### src/hdl/qft_pkg.sv
package qft_pkg;

   // vector and quaternion formats
   localparam int VEC_WIDTH      = 32;
   localparam int QUAT_FRAC_BITS = 14;
   localparam int QUAT_WIDTH     = QUAT_FRAC_BITS + 2;
   localparam int FRAME_WIDTH    = 3;

   // rotation datapath widths
   localparam int QP_WIDTH    = 2 * QUAT_WIDTH;
   localparam int MAT_WIDTH   = 2 * QUAT_WIDTH + 2;
   localparam int PROD_WIDTH  = MAT_WIDTH + VEC_WIDTH;
   localparam int SUM_WIDTH   = PROD_WIDTH + 2;
   localparam int ROUND_SHIFT = 2 * QUAT_FRAC_BITS;

   // register port geometry
   localparam int CSR_DATA_WIDTH = (VEC_WIDTH > 32 || QUAT_WIDTH > 32) ? 64 : 32;
   localparam int CSR_ADDR_LSB   = (CSR_DATA_WIDTH == 64) ? 3 : 2;
   localparam int CSR_IDX_WIDTH  = 3;
   localparam int CSR_ADDR_WIDTH = CSR_ADDR_LSB + CSR_IDX_WIDTH;

   // decoupling queue, depth a power of two
   localparam int QUEUE_DEPTH     = 4;
   localparam int QUEUE_PTR_WIDTH = $clog2(QUEUE_DEPTH);
   localparam int QUEUE_CNT_WIDTH = $clog2(QUEUE_DEPTH + 1);

   localparam logic signed [VEC_WIDTH-1:0] VEC_MAX = {1'b0, {(VEC_WIDTH-1){1'b1}}};
   localparam logic signed [VEC_WIDTH-1:0] VEC_MIN = {1'b1, {(VEC_WIDTH-1){1'b0}}};
   localparam logic signed [QUAT_WIDTH-1:0] QUAT_ONE = QUAT_WIDTH'(1 << QUAT_FRAC_BITS);
   localparam logic signed [SUM_WIDTH-1:0] ROUND_HALF = SUM_WIDTH'(1) << (ROUND_SHIFT - 1);

   // frame codes
   localparam logic [FRAME_WIDTH-1:0] FRAME_EYE    = 3'd0;
   localparam logic [FRAME_WIDTH-1:0] FRAME_HEAD   = 3'd1;
   localparam logic [FRAME_WIDTH-1:0] FRAME_BODY   = 3'd2;
   localparam logic [FRAME_WIDTH-1:0] FRAME_WORLD  = 3'd3;
   localparam logic [FRAME_WIDTH-1:0] FRAME_CAMERA = 3'd4;

   // register indexes
   typedef enum logic [CSR_IDX_WIDTH-1:0] {
      REG_POS_X  = 3'd0,
      REG_POS_Y  = 3'd1,
      REG_POS_Z  = 3'd2,
      REG_QUAT_W = 3'd3,
      REG_QUAT_X = 3'd4,
      REG_QUAT_Y = 3'd5,
      REG_QUAT_Z = 3'd6
   } reg_index_type;

   typedef struct packed {
      logic signed [VEC_WIDTH-1:0] vec_x;
      logic signed [VEC_WIDTH-1:0] vec_y;
      logic signed [VEC_WIDTH-1:0] vec_z;
      logic [FRAME_WIDTH-1:0]      src_frame;
      logic [FRAME_WIDTH-1:0]      dst_frame;
   } req_type;

   typedef struct packed {
      logic signed [VEC_WIDTH-1:0] out_x;
      logic signed [VEC_WIDTH-1:0] out_y;
      logic signed [VEC_WIDTH-1:0] out_z;
      logic                        saturated;
   } rsp_type;

   // classified item travelling through the back end
   typedef struct packed {
      logic signed [VEC_WIDTH-1:0] vx;
      logic signed [VEC_WIDTH-1:0] vy;
      logic signed [VEC_WIDTH-1:0] vz;
      logic                        fwd;
      logic                        inv;
      logic                        clip;
   } job_type;

   typedef struct packed {
      logic signed [VEC_WIDTH-1:0] px;
      logic signed [VEC_WIDTH-1:0] py;
      logic signed [VEC_WIDTH-1:0] pz;
   } pos_type;

   typedef struct packed {
      logic signed [QUAT_WIDTH-1:0] w;
      logic signed [QUAT_WIDTH-1:0] x;
      logic signed [QUAT_WIDTH-1:0] y;
      logic signed [QUAT_WIDTH-1:0] z;
   } quat_type;

   typedef struct packed {
      logic signed [MAT_WIDTH-1:0] m00;
      logic signed [MAT_WIDTH-1:0] m01;
      logic signed [MAT_WIDTH-1:0] m02;
      logic signed [MAT_WIDTH-1:0] m10;
      logic signed [MAT_WIDTH-1:0] m11;
      logic signed [MAT_WIDTH-1:0] m12;
      logic signed [MAT_WIDTH-1:0] m20;
      logic signed [MAT_WIDTH-1:0] m21;
      logic signed [MAT_WIDTH-1:0] m22;
   } mat_type;

   typedef struct packed {
      logic signed [VEC_WIDTH-1:0] val;
      logic                        clip;
   } sat_type;

   // clamp a wide signed value to the vector range
   function automatic sat_type sat_vec(input logic signed [SUM_WIDTH-1:0] v);
      sat_type r;
      if (v > SUM_WIDTH'(VEC_MAX)) begin
         r.val  = VEC_MAX;
         r.clip = 1'b1;
      end else if (v < SUM_WIDTH'(VEC_MIN)) begin
         r.val  = VEC_MIN;
         r.clip = 1'b1;
      end else begin
         r.val  = v[VEC_WIDTH-1:0];
         r.clip = 1'b0;
      end
      return r;
   endfunction

endpackage

### src/hdl/qft_front.sv
module qft_front (
   input  logic             clock,
   input  logic             reset,
   input  logic             req_valid,
   output logic             req_ready,
   input  qft_pkg::req_type req_data,
   output logic             q_valid,
   input  logic             q_ready,
   output qft_pkg::job_type q_job
);
   import qft_pkg::*;

   logic    valid_ff;
   job_type job_ff;
   job_type job_in;
   logic    take;
   logic    diff;

   // hold one item while the queue is full
   assign req_ready = !valid_ff || q_ready;
   assign take      = req_valid && req_ready;
   assign q_valid   = valid_ff;
   assign q_job     = job_ff;

   // classify: rotate out of an eye, head or body frame, rotate into one, both, or pass
   always_comb begin
      diff        = req_data.src_frame != req_data.dst_frame;
      job_in.vx   = req_data.vec_x;
      job_in.vy   = req_data.vec_y;
      job_in.vz   = req_data.vec_z;
      job_in.fwd  = diff && (req_data.src_frame <= FRAME_BODY);
      job_in.inv  = diff && (req_data.dst_frame <= FRAME_BODY);
      job_in.clip = 1'b0;
   end

   always_ff @(posedge clock) begin
      if (reset) begin
         valid_ff <= 1'b0;
      end else if (take) begin
         valid_ff <= 1'b1;
      end else if (q_ready) begin
         valid_ff <= 1'b0;
      end
   end

   always_ff @(posedge clock) begin
      if (take) begin
         job_ff <= job_in;
      end
   end

endmodule

### config.mk
export PLATFORM = sky130hd
export DESIGN_NAME = qft_front
export DESIGN_NICKNAME = d
export VERILOG_FILES = /design/src/hdl/qft_pkg.sv /design/src/hdl/qft_front.sv
export SDC_FILE = /design/constraint.sdc
export NUM_CORES = 1
export LEC_CHECK = 0
export BUFFER_PORTS_ARGS = -buffer_cell sky130_fd_sc_hd__buf_2
export CAP_MARGIN = 20
export CORE_AREA = 4 4 107 89
export CTS_CLUSTER_SIZE = 16
export DETAILED_ROUTE_END_ITERATION = 16
export DIE_AREA = 0 0 111 93
export PLACE_DENSITY = 0.74
export SLEW_MARGIN = 20
export SYNTH_ARGS = -nofsm -noshare
export SYNTH_HDL_FRONTEND = slang
export SYNTH_SLANG_ARGS = --single-unit
### constraint.sdc
create_clock -name clock -period 3.7 [get_ports clock]
set_input_delay 1.11 -clock clock [delete_from_list [all_inputs] [get_ports clock]]
set_output_delay 1.11 -clock clock [all_outputs]
set_load 0.01 [all_outputs]
* Yosys cells after proc, flatten, opt, wreduce, memory -nomap -nowiden
Cells that the tools add are included.
Operators by class: $lt $le $gt $ge 2, equal/unequal tests 1, reductions and logical operators 6, multiplexer cells 2
Operator list (number):
- 3-bit by 2-bit <= comparator with 1-bit output, second input constant | 2
- 1-bit logical AND | 3
- 3-bit inequality test | 1
- 1-bit 2-to-1 mux | 2
- 2-bit nonzero test | 1
- 1-bit logical NOT | 1
- 1-bit logical OR | 1
Storage, ports and cells: output and inout port bits 101, bits of input ports 106, bits in registers 99

* Depth between registers and ports, before layout
depth after elaboration 4, mapped depth 3

* Worst setup path before layout
No wires, ideal clock.
path kind input-to-reg, start point input port q_ready, end point register job_ff (netlist bit q_job[10]) (enable), buffers on the path 0, setup slack -0.363 ns, arrival 3.594 ns, cell stages on the path 2, cell sequence nand2b_1 > and2_1
Between the ends: word-level cells in the longest chain between the ends 2
RTL lines:
- start, declared | RTL line qft_front.sv:8 | input logic q_ready,
- 1-bit logical OR | RTL line qft_front.sv:20 | assign req_ready = !valid_ff || q_ready;
- 1-bit logical AND | RTL line qft_front.sv:21 | assign take = req_valid && req_ready;
- named net take | RTL line qft_front.sv:16 | logic take;
- end signal, assigned | RTL line qft_front.sv:48 | job_ff <= job_in;
- end, declared | RTL line qft_front.sv:14 | job_type job_ff;
The timed path passes the listed nets, and every way through them passes these cells. A chain may end at the register's enable or synchronous reset.

* Worst setup path after layout
start point input port q_ready, end point output port req_ready
Between the ends: word-level cells in the longest chain between the ends 1
RTL lines:
- 1-bit logical OR | RTL line qft_front.sv:20
- end, declared | RTL line qft_front.sv:5 | output logic req_ready,
Every way passes these cells.

==> qor.yml <==
slowest_delay_ps: 160
n_antenna_cell: 0
cp_max_fo: 3
cts_resized: 0
ys_top_cells_by_area: "edfxtp_1 96%, a21oi_1 0.65%, dfxtp_1 0.65%"
ys_warn_count: 0
cts_hold_buf: 0
clock_power_share: 0.296
yosysTopAreaCell: "edfxtp_1"
worst_path_max_delay_cell: "nand2b_1"
cts_sinks: 99
ys_seq_area_frac: 0.967
antenna_found_initial: 0
h-tree-depth: 3
syn_area_um2: 3060
grt_pass1_wl_um: 10300
ir_worst_vdd_v: 0.000257
via_count: 1905
cap_violations: 0
sw_frac_of_total: 0.232
cp.required_ps: 2590
setup_viol: 0
fin_crit_ps: 2620
start_kind: "input port"
wl_per_cell_um: 15.5
avgViaCountPerCell: 4.24
hp-class: "reg2reg"
syn-instance-count: 116
rsz0062_at_grt: "no"
first_pass_iters: 4
p_per_area_nw_per_um2: 486
clock-root-buffer: "clkbuf_8"
cp_cell_sequence: "buf_2 > nand2b_1 > buf_2"
io_buffers: 205
area_delta_synth_final_pct: 44.5
cts_buffers: 9
worst_pin_slew_ps: 649
path_clk_slew_ps: 90
post_cts_buffers: 0
timing.fmax_mhz: 382
crit_buf_inv: 2
die_area_um2: 10300
die_x_um: 111
rows: 30
first_iter_violations: 63
worstSetupPathType: "in2out"
drv_slew: 0
synth_top_flop_cell: "edfxtp_1"
synth_seq_cells: 99
cpMostUsedCell: "buf_2"
holdWs_ps: 533
start_util: 0.366
core_area_um2: 8370
syn_area_per_cell_um2: 26.4
p_leak_nw: 1.90
p_int_w: 0.00165
grt_overflow: 0
cp_top_family: "buffers and inverters"
drc_errors: 0
power.switching_w: 0.000499
yosysMostFrequentCell: "edfxtp_1"
hpwl_um: 5540
synth-edff-count: 98
syn_nets: 222
outcome: "finished clean"
power_frac_comb: 0.088
async_flop_share: 0
cts_tree: "yes"
grt_max_degree: 51
ios: 207
antenna_left: 0
grt_usage: 0.132
worstSetupEndpointType: "output pin"
clock_latency_ps: 350
grt_pass1_vias: 1949
routed_wl_um: 6980
place.gp.congestion: 0.750
finalSetupTns_ps: 0
die_h_um: 93
layout-drive-gt1-share: 0.659
synth_top_area_frac: 0.960
synth_commonest_cells: "98 x edfxtp_1, 4 x a21oi_1, 2 x inv_1, 2 x nand2b_1"
ys_types: 14
finalHoldViolations: 0
worstPathArrival_ps: 1510
fin_crit_sh: 0.708
fin_skew_ps: 6.54
seqPwrFrac: 0.616
maxSlewHeadroom: 0.568
cts_buffer_depth: 2
fin_nets: 438
==> cells by family (layout without fill, tap and decap cells) <==
| logic type | after synthesis | after routing | synth area share |
|---|---|---|---|
| and+or+nand+nor | 5 | 5 | 0.0102 |
| DFF | 99 | 99 | 0.967 |
| buffers and inverters | 3 | 224 | 0.00490 |
| AOI/OAI and AO/OA | 8 | 8 | 0.0167 |
| other | 1 | 1 | 0.00122 |
==> worst reg2reg max path, stage by stage, from the launching register on <==
cell and delay [ps]:
dfxtp_1 320, nand2b_1 100, and2_4 570, buf_12 380
==> cell usage in the layout, fill, tap and decap left out, drive strengths merged <==
cell type / synthesis / routed
buf: 1 / 206
edfxtp: 98 / 98
clkbuf: 0 / 9
inv: 2 / 5
a21oi: 4 / 4
clkinv: 0 / 3
nand2b: 2 / 2
and2: 1 / 1
o31ai: 1 / 1
a221oi: 1 / 1
nor3: 1 / 1
nor3b: 1 / 1
o21ai: 1 / 1
o311a: 1 / 1
conb: 1 / 1
clkinvlp: 0 / 1
dfxtp: 1 / 1
==> state kept, by name (all words and copies together) (netlist names) <==
signal	count
q_job	98
q_valid	1
==> cell type report <==
| type | count | area, um^2 |
|---|---|---|
| sequential | 99 | 2960 |
| fill | 697 | 3940 |
| inverter | 2 | 7.51 |
| multi-input combinational | 14 | 88.8 |
| tap | 112 | 140 |
| clock buffer | 9 | 124 |
| timing repair buffer | 206 | 1050 |
| clock inverter | 7 | 60.1 |
==> path summary, 6_finish.rpt <==
path | from | to | slack [ps] | depth (start not counted)
setup / recovery | q_ready | req_ready | 1080 | 3
hold / removal | q_valid$_SDFFE_PP0P_ | q_valid$_SDFFE_PP0P_ | 530 | 2
setup reg to reg | q_valid$_SDFFE_PP0P_ | q_job[29]$_DFFE_PP_ | 2010 | 3
hold reg to reg | q_valid$_SDFFE_PP0P_ | q_valid$_SDFFE_PP0P_ | 530 | 2
==> power by group through the flow <==
| stage | clock network [W] | logic [W] | registers, W |
|---|---|---|---|
| after CTS | 0.000662 | 0.000194 | 0.00133 |
| final | 0.000637 | 0.000190 | 0.00132 |
| after global routing | 0.000718 | 0.000207 | 0.00133 |
| after detailed placement | 0 | 0.000194 | 0.00135 |
| after floorplan | 0 | 0.0000264 | 0.00139 |
| after global placement | 0 | 0.000190 | 0.00135 |
==> metrics by stage <==
stage	cell area [um^2]	instances	setup slack [ps]	total power (W)	util
after floorplan	3070	116	724	0.00142	-
after global placement	4250	433	1090	0.00154	0.507
after detailed placement	4250	433	1080	0.00155	0.507
after CTS	4430	449	1080	0.00218	0.529
after global routing	4430	449	1070	0.00226	0.529
final	4430	449	1080	0.00215	0.529
==> routing by layer <==
metal  wire (um)  GRT usage  share of wire
met1        2460      0.139           0.35
met2        3500      0.226           0.50
met3         875     0.0750           0.13
met4         133     0.0421          0.019
met5           0          0              0
Power figures use the tool's default switching activity.
