<file path="src/hdl/qft_pkg.sv">
package qft_pkg;

   // vector and quaternion formats
   localparam int VEC_WIDTH      = 32;
   localparam int QUAT_FRAC_BITS = 14;
   localparam int QUAT_WIDTH     = QUAT_FRAC_BITS + 2;
   localparam int FRAME_WIDTH    = 3;

   // rotation datapath widths
   localparam int QP_WIDTH    = 2 * QUAT_WIDTH;
   localparam int MAT_WIDTH   = 2 * QUAT_WIDTH + 2;
   localparam int PROD_WIDTH  = MAT_WIDTH + VEC_WIDTH;
   localparam int SUM_WIDTH   = PROD_WIDTH + 2;
   localparam int ROUND_SHIFT = 2 * QUAT_FRAC_BITS;

   // register port geometry
   localparam int CSR_DATA_WIDTH = (VEC_WIDTH > 32 || QUAT_WIDTH > 32) ? 64 : 32;
   localparam int CSR_ADDR_LSB   = (CSR_DATA_WIDTH == 64) ? 3 : 2;
   localparam int CSR_IDX_WIDTH  = 3;
   localparam int CSR_ADDR_WIDTH = CSR_ADDR_LSB + CSR_IDX_WIDTH;

   // decoupling queue, depth a power of two
   localparam int QUEUE_DEPTH     = 4;
   localparam int QUEUE_PTR_WIDTH = $clog2(QUEUE_DEPTH);
   localparam int QUEUE_CNT_WIDTH = $clog2(QUEUE_DEPTH + 1);

   localparam logic signed [VEC_WIDTH-1:0] VEC_MAX = {1'b0, {(VEC_WIDTH-1){1'b1}}};
   localparam logic signed [VEC_WIDTH-1:0] VEC_MIN = {1'b1, {(VEC_WIDTH-1){1'b0}}};
   localparam logic signed [QUAT_WIDTH-1:0] QUAT_ONE = QUAT_WIDTH'(1 << QUAT_FRAC_BITS);
   localparam logic signed [SUM_WIDTH-1:0] ROUND_HALF = SUM_WIDTH'(1) << (ROUND_SHIFT - 1);

   // frame codes
   localparam logic [FRAME_WIDTH-1:0] FRAME_EYE    = 3'd0;
   localparam logic [FRAME_WIDTH-1:0] FRAME_HEAD   = 3'd1;
   localparam logic [FRAME_WIDTH-1:0] FRAME_BODY   = 3'd2;
   localparam logic [FRAME_WIDTH-1:0] FRAME_WORLD  = 3'd3;
   localparam logic [FRAME_WIDTH-1:0] FRAME_CAMERA = 3'd4;

   // register indexes
   typedef enum logic [CSR_IDX_WIDTH-1:0] {
      REG_POS_X  = 3'd0,
      REG_POS_Y  = 3'd1,
      REG_POS_Z  = 3'd2,
      REG_QUAT_W = 3'd3,
      REG_QUAT_X = 3'd4,
      REG_QUAT_Y = 3'd5,
      REG_QUAT_Z = 3'd6
   } reg_index_type;

   typedef struct packed {
      logic signed [VEC_WIDTH-1:0] vec_x;
      logic signed [VEC_WIDTH-1:0] vec_y;
      logic signed [VEC_WIDTH-1:0] vec_z;
      logic [FRAME_WIDTH-1:0]      src_frame;
      logic [FRAME_WIDTH-1:0]      dst_frame;
   } req_type;

   typedef struct packed {
      logic signed [VEC_WIDTH-1:0] out_x;
      logic signed [VEC_WIDTH-1:0] out_y;
      logic signed [VEC_WIDTH-1:0] out_z;
      logic                        saturated;
   } rsp_type;

   // classified item travelling through the back end
   typedef struct packed {
      logic signed [VEC_WIDTH-1:0] vx;
      logic signed [VEC_WIDTH-1:0] vy;
      logic signed [VEC_WIDTH-1:0] vz;
      logic                        fwd;
      logic                        inv;
      logic                        clip;
   } job_type;

   typedef struct packed {
      logic signed [VEC_WIDTH-1:0] px;
      logic signed [VEC_WIDTH-1:0] py;
      logic signed [VEC_WIDTH-1:0] pz;
   } pos_type;

   typedef struct packed {
      logic signed [QUAT_WIDTH-1:0] w;
      logic signed [QUAT_WIDTH-1:0] x;
      logic signed [QUAT_WIDTH-1:0] y;
      logic signed [QUAT_WIDTH-1:0] z;
   } quat_type;

   typedef struct packed {
      logic signed [MAT_WIDTH-1:0] m00;
      logic signed [MAT_WIDTH-1:0] m01;
      logic signed [MAT_WIDTH-1:0] m02;
      logic signed [MAT_WIDTH-1:0] m10;
      logic signed [MAT_WIDTH-1:0] m11;
      logic signed [MAT_WIDTH-1:0] m12;
      logic signed [MAT_WIDTH-1:0] m20;
      logic signed [MAT_WIDTH-1:0] m21;
      logic signed [MAT_WIDTH-1:0] m22;
   } mat_type;

   typedef struct packed {
      logic signed [VEC_WIDTH-1:0] val;
      logic                        clip;
   } sat_type;

   // clamp a wide signed value to the vector range
   function automatic sat_type sat_vec(input logic signed [SUM_WIDTH-1:0] v);
      sat_type r;
      if (v > SUM_WIDTH'(VEC_MAX)) begin
         r.val  = VEC_MAX;
         r.clip = 1'b1;
      end else if (v < SUM_WIDTH'(VEC_MIN)) begin
         r.val  = VEC_MIN;
         r.clip = 1'b1;
      end else begin
         r.val  = v[VEC_WIDTH-1:0];
         r.clip = 1'b0;
      end
      return r;
   endfunction

endpackage

</file>
<file path="src/hdl/qft_queue.sv">
module qft_queue (
   input  logic             clock,
   input  logic             reset,
   input  logic             in_valid,
   output logic             in_ready,
   input  qft_pkg::job_type in_job,
   output logic             out_valid,
   input  logic             out_ready,
   output qft_pkg::job_type out_job
);
   import qft_pkg::*;

   job_type                    store_ff [QUEUE_DEPTH];
   logic [QUEUE_PTR_WIDTH-1:0] wr_ptr_ff;
   logic [QUEUE_PTR_WIDTH-1:0] rd_ptr_ff;
   logic [QUEUE_CNT_WIDTH-1:0] count_ff;
   logic                       push;
   logic                       pop;

   assign in_ready  = count_ff != QUEUE_CNT_WIDTH'(QUEUE_DEPTH);
   assign out_valid = count_ff != '0;
   assign out_job   = store_ff[rd_ptr_ff];
   assign push      = in_valid && in_ready;
   assign pop       = out_valid && out_ready;

   // pointers and fill count
   always_ff @(posedge clock) begin
      if (reset) begin
         wr_ptr_ff <= '0;
         rd_ptr_ff <= '0;
         count_ff  <= '0;
      end else begin
         if (push) begin
            wr_ptr_ff <= wr_ptr_ff + QUEUE_PTR_WIDTH'(1);
         end
         if (pop) begin
            rd_ptr_ff <= rd_ptr_ff + QUEUE_PTR_WIDTH'(1);
         end
         if (push && !pop) begin
            count_ff <= count_ff + QUEUE_CNT_WIDTH'(1);
         end else if (pop && !push) begin
            count_ff <= count_ff - QUEUE_CNT_WIDTH'(1);
         end
      end
   end

   always_ff @(posedge clock) begin
      if (push) begin
         store_ff[wr_ptr_ff] <= in_job;
      end
   end

endmodule

</file>
<file path="config.mk">
export PLATFORM = sky130hd
export DESIGN_NAME = qft_queue
export DESIGN_NICKNAME = d
export VERILOG_FILES = /design/src/hdl/qft_pkg.sv /design/src/hdl/qft_queue.sv
export SDC_FILE = /design/constraint.sdc
export NUM_CORES = 1
export LEC_CHECK = 0
export ABC_AREA = 1
export ABC_CLOCK_PERIOD_IN_PS = 15800
export BUFFER_PORTS_ARGS = -buffer_cell sky130_fd_sc_hd__buf_2
export CAP_MARGIN = 20
export CORE_MARGIN = 4
export CORE_UTILIZATION = 40
export CTS_CLUSTER_DIAMETER = 200
export DETAILED_ROUTE_END_ITERATION = 10
export HOLD_SLACK_MARGIN = 0.08
export PLACE_DENSITY = 0.6
export SKIP_LAST_GASP = 1
export SYNTH_ARGS = -nofsm -noshare
export SYNTH_HDL_FRONTEND = slang
export SYNTH_SLANG_ARGS = --single-unit
</file>
<file path="constraint.sdc">
create_clock -name clock -period 15.8 [get_ports clock]
set_clock_uncertainty 0.2 [all_clocks]
set_input_delay 1.58 -clock clock [delete_from_list [all_inputs] [get_ports clock]]
set_output_delay 1.58 -clock clock [all_outputs]
set_load 0.02 [all_outputs]
</file>
## Word-level counts from Yosys, hierarchy flattened

Memory sizes are Yosys's and may differ from the RTL's. A register that Yosys moved wholly into a read port is not among the register bits.
Cells that the tools add are included.

- Flip-flop bits (word level): 7
- Bits in writable memories: 396
- Input bits: 103
- Output and inout port bits: 101
- Word-level logic and storage cells: 23
- Memories kept: 1

Memories:

| memory | depth | width | rd ports | clocked after Yosys merged registers in | wr ports | RTL line | text |
|---|---|---|---|---|---|---|---|
| store_ff | 4 | 99 | 1 | 1 | 1 | qft_queue.sv:13 | `job_type store_ff [QUEUE_DEPTH];` |

- Add/sub/neg operators: 4
- Equality and inequality tests: 1
- Muxes and demuxes: 6
- Reductions and logical operators: 8

Operators by type and width:

| cell | number |
|---|---|
| $mux 3 | 2 |
| $add 2x1->2 const B | 2 |
| $logic_and 1x1->1 | 4 |
| $mux 2 | 2 |
| $add 3x1->3 const B | 1 |
| $ne 3x3->1 const B | 1 |
| $reduce_bool 3->1 | 1 |
| $sub 3x1->3 const B | 1 |
| $logic_not 1->1 | 2 |
| $mux 1 | 2 |
| $reduce_bool 2->1 | 1 |

## Depth between registers and ports, before layout

- Word-level depth: 6
- Mapped depth: 13
- Mapped depth without buffers: 13

## Worst setup path before layout

OpenSTA, ideal clock, no wires.

- Path type: input to register
- Start: input port in_valid
- End: memory store_ff[0][0] (netlist bit), enable pin
- Library setup time: 558 ps
- Arrival: 5822 ps
- Data required time: 15042 ps
- Slack: 9220 ps
- Cell stages on the path: 2
- Path buffers: 0
- Path through: nand2_1 -> nor2_1

- Word-level cells in the longest chain between the ends: 3

RTL lines:

| what | RTL line | text |
|---|---|---|
| start: declaration | qft_queue.sv:4 | `input logic in_valid,` |
| $logic_and 1x1->1 | qft_queue.sv:23 | `assign push = in_valid && in_ready;` |
| $mux 1 | qft_queue.sv:48 | `if (push) begin` |
| $mux 1 (not written as such) | qft_queue.sv:49 | `store_ff[wr_ptr_ff] <= in_job;` |
| end: declaration | qft_queue.sv:13 |  |

No other way between the ends.

==> metrics.md <==
| Metric | Value |
|---|---|
| Status | finished, final reports clean |
| Worst-Margin Slew | 1041 ps |
| Max Slew Vio Count | 0 |
| Top post-synthesis cells by count | edfxtp_1 (396), nor2_1 (212), o21ai_0 (177) |
| Crit path DAT | 3640 ps |
| Final Cycle Share | 34.29% |
| Top cell by count, worst path | buf_4 |
| Worst path cell trace | buf_4 > inv_6 > buf_4 > o21ai_0 > o22ai_1 > buf_2 |
| Largest area contributor in the netlist | edfxtp_1 |
| Post-synth cell types | 21 |
| CTS tree | yes |
| PortBufs | 203 |
| Sequential share of the synthesized area | 79.85% |
| Hpwl dp | 18.72 mm |
| Tot Pwr | 2.988 mW |
| Post-synth top flop | edfxtp_1 |
| Initial antenna violation count | 10 |
| H-Tree Depth | 2 |
| Post-Route WL | 34.29 mm |
| Postcts setup bufs | 0 |
| Top-count cell post-synth | edfxtp_1 |
| Post-Syn Area | 15,120 um^2 |
| GP Congestion | 0.7212 |
| HP Start | rd_ptr_ff[0] |
| RSZ-0062 raised after global routing | no |
| Slew HR | 30.63% |
| Initial Util | 40.90% |
| Share of cells above drive strength 1 | 21.55% |
| Pin count of the biggest net entering global routing | 118 |
| Drt drc | 0 |
| Pre-CTS setup slack | 10,870 ps |
| Slowest-stage cell, CP | buf_4 |
| Routed len/inst | 19.50 um |
| Die area | 40,970 um^2 |
| Final net count | 1,329 |
| Max_cap viols | 0 |
| Num Clock Sinks | 405 |
| Setup ws final | 10,380 ps |
| Total leakage power | 6.130 nW |
| Hold-fix buffer count after cts | 0 |
| Share of the synthesized area in the top cell type | 78.66% |
| CP peak stage delay | 830 ps |
| Worst Path Max Fanout | 117 |
| Max Root-Sink Buffers | 3 |
| Top-Level Pins | 204 |
| FF-to-FF Start | count_ff[0] |
| Syn_area_per_cell | 14.75 um^2 |
| Die Y | 202.4 um |
| Die Wd | 202.4 um |
| First-pass DRT Iterations | 5 |
| FMAX | 0.1845 GHz |
| PostCTS Resize Cnt | 0 |
| Clk Latency, worst-skew pair | 530 ps |
| Req. time, crit path | 14,020 ps |
| Number of global-route vias before repair | 8,861 |
| 1st-iter DRT viols | 677 |
| Core Area | 36,960 um^2 |
| Final Hold Fails | 0 |
| Yosys warns | 0 |
| Final setup viols | 0 |
| Syn_nets | 1,134 |
| CTS buffer count | 42 |
| Vias post-DR | 9,050 |
| Async set or reset register ratio after synthesis | 0% |
| Post-Syn Instances | 1,025 |
| HP Class | reg -> reg |
| Global route overflow | 0 |
| GRT Util Overall | 16.12% |
| Post-synth EDFFs | 396 |
| Post-route ant nets | 0 |
| Critical Path End Type | output port |
| CP top delay family | buffers and inverters |
| Area growth, synth to finish | 17.37% |
| Buf/Inv on CP | 4 |
| PwrDens | 168.4 nW/um^2 |
| Flops & latches, synth | 405 |
| Synth area leaders | edfxtp_1 (79%), o21ai_0 (5.9%), nor2_1 (5.3%), o22ai_1 (4.1%), dfxtp_1 (1.2%) |
| Worst Setup Start Kind | flop |
| Min Clock Period, post-route | 5419 ps |
| Num rows | 70 |
| First-pass GRT wire length | 51.91 mm |
| Root buf cell | clkbuf_16 |
| Vias per inst | 5.145 |
| Setup TNS | 0 ps |
| Critical path type | reg -> out |
| Peak supply drop | 94.02 uV |
| Clock transition at path regs | 50 ps |
==> final cells by class <==
cell class	count	area, um^2
Antenna cell	2	5.005
Clock buffer	66	1172
Clock inverter	11	48.80
Fill cell	3249	19220
Inverter	16	70.07
Multi-Input combinational cell	540	2631
Sequential cell	405	12080
Tap cell	504	630.6
Timing Repair Buffer	215	1106
==> worst min-delay path, delay by kind of cell, from the launching register on <==
| kind | cells | cell delay, ps |
|---|---|---|
| AO/OA/AOI/OAI | 1 | 60 |
| flip-flops | 1 | 320 |
| AND/OR/NAND/NOR | 1 | 80 |
==> path summary, 6_finish.rpt <==
path | end | slack [ps] | cells after the start
worst max-delay path | out_job[95] | 10380 | 6
worst min-delay path | rd_ptr_ff[0] | 310 | 2
worst max register to register | store_ff[3][71] | 12870 | 5
worst min register to register | rd_ptr_ff[0] | 310 | 2
==> logic make-up (layout without fill, tap and decap cells) <==
family | Yosys count | after routing | synth area share (%)
flip-flops | 405 | 405 | 79.85
AO/OA/AOI/OAI | 301 | 301 | 10.78
AND/OR/NAND/NOR | 232 | 232 | 5.819
buffers and inverters | 80 | 308 | 2.938
adder cells (fa/ha/maj) | 6 | 6 | 0.5463
XOR/XNOR | 1 | 1 | 0.05795
other | 0 | 2 | 0
==> state kept, by name, summed over array words and instances, names as in the netlist, named ones only <==
register / flops
store_ff: 396
count_ff: 3
rd_ptr_ff: 2
wr_ptr_ff: 2
==> stage by stage <==
| stage | hold slack, ps | instance area (um^2) | std cells | util (%) |
|---|---|---|---|---|
| CTS | 304.0 | 17740 | 1757 | 47.99 |
| finish | 306.3 | 17740 | 1759 | 48.01 |
| global route | 318.3 | 17740 | 1758 | 48.00 |
| detailed placement | 294.3 | 16520 | 1680 | 44.69 |
| floorplan | 259.4 | 15120 | 1025 | - |
| global placement | 277.3 | 16520 | 1680 | 44.69 |
==> power by group <==
part / internal [mW] / leakage (nW) / switching, mW
logic: 0.206 / 1.84 / 0.562
registers: 1.31 / 3.70 / 0.0282
clock network: 0.508 / 0.588 / 0.378
total: 2.02 / 6.13 / 0.967
==> layer usage <==
layer	vias up	share of wire, %	GRT usage, %
li1	4251	-	-
met1	4425	45	22.51
met2	291	46	25.48
met3	67	7.9	4.476
met4	16	1.7	3.661
met5	-	0.25	0
==> cells in the final DEF (no fill, tap or decap), drive strengths merged <==
cell,count
inv,16
nand3b,1
dfxtp,9
clkbuf,66
nand3,4
diode,2
fa,1
ha,5
buf,215
a21oi,3
clkinv,11
edfxtp,396
o21ai,199
nand2,15
xor2,1
o22ai,99
nor2,212
Power figures use the tool's default switching activity.
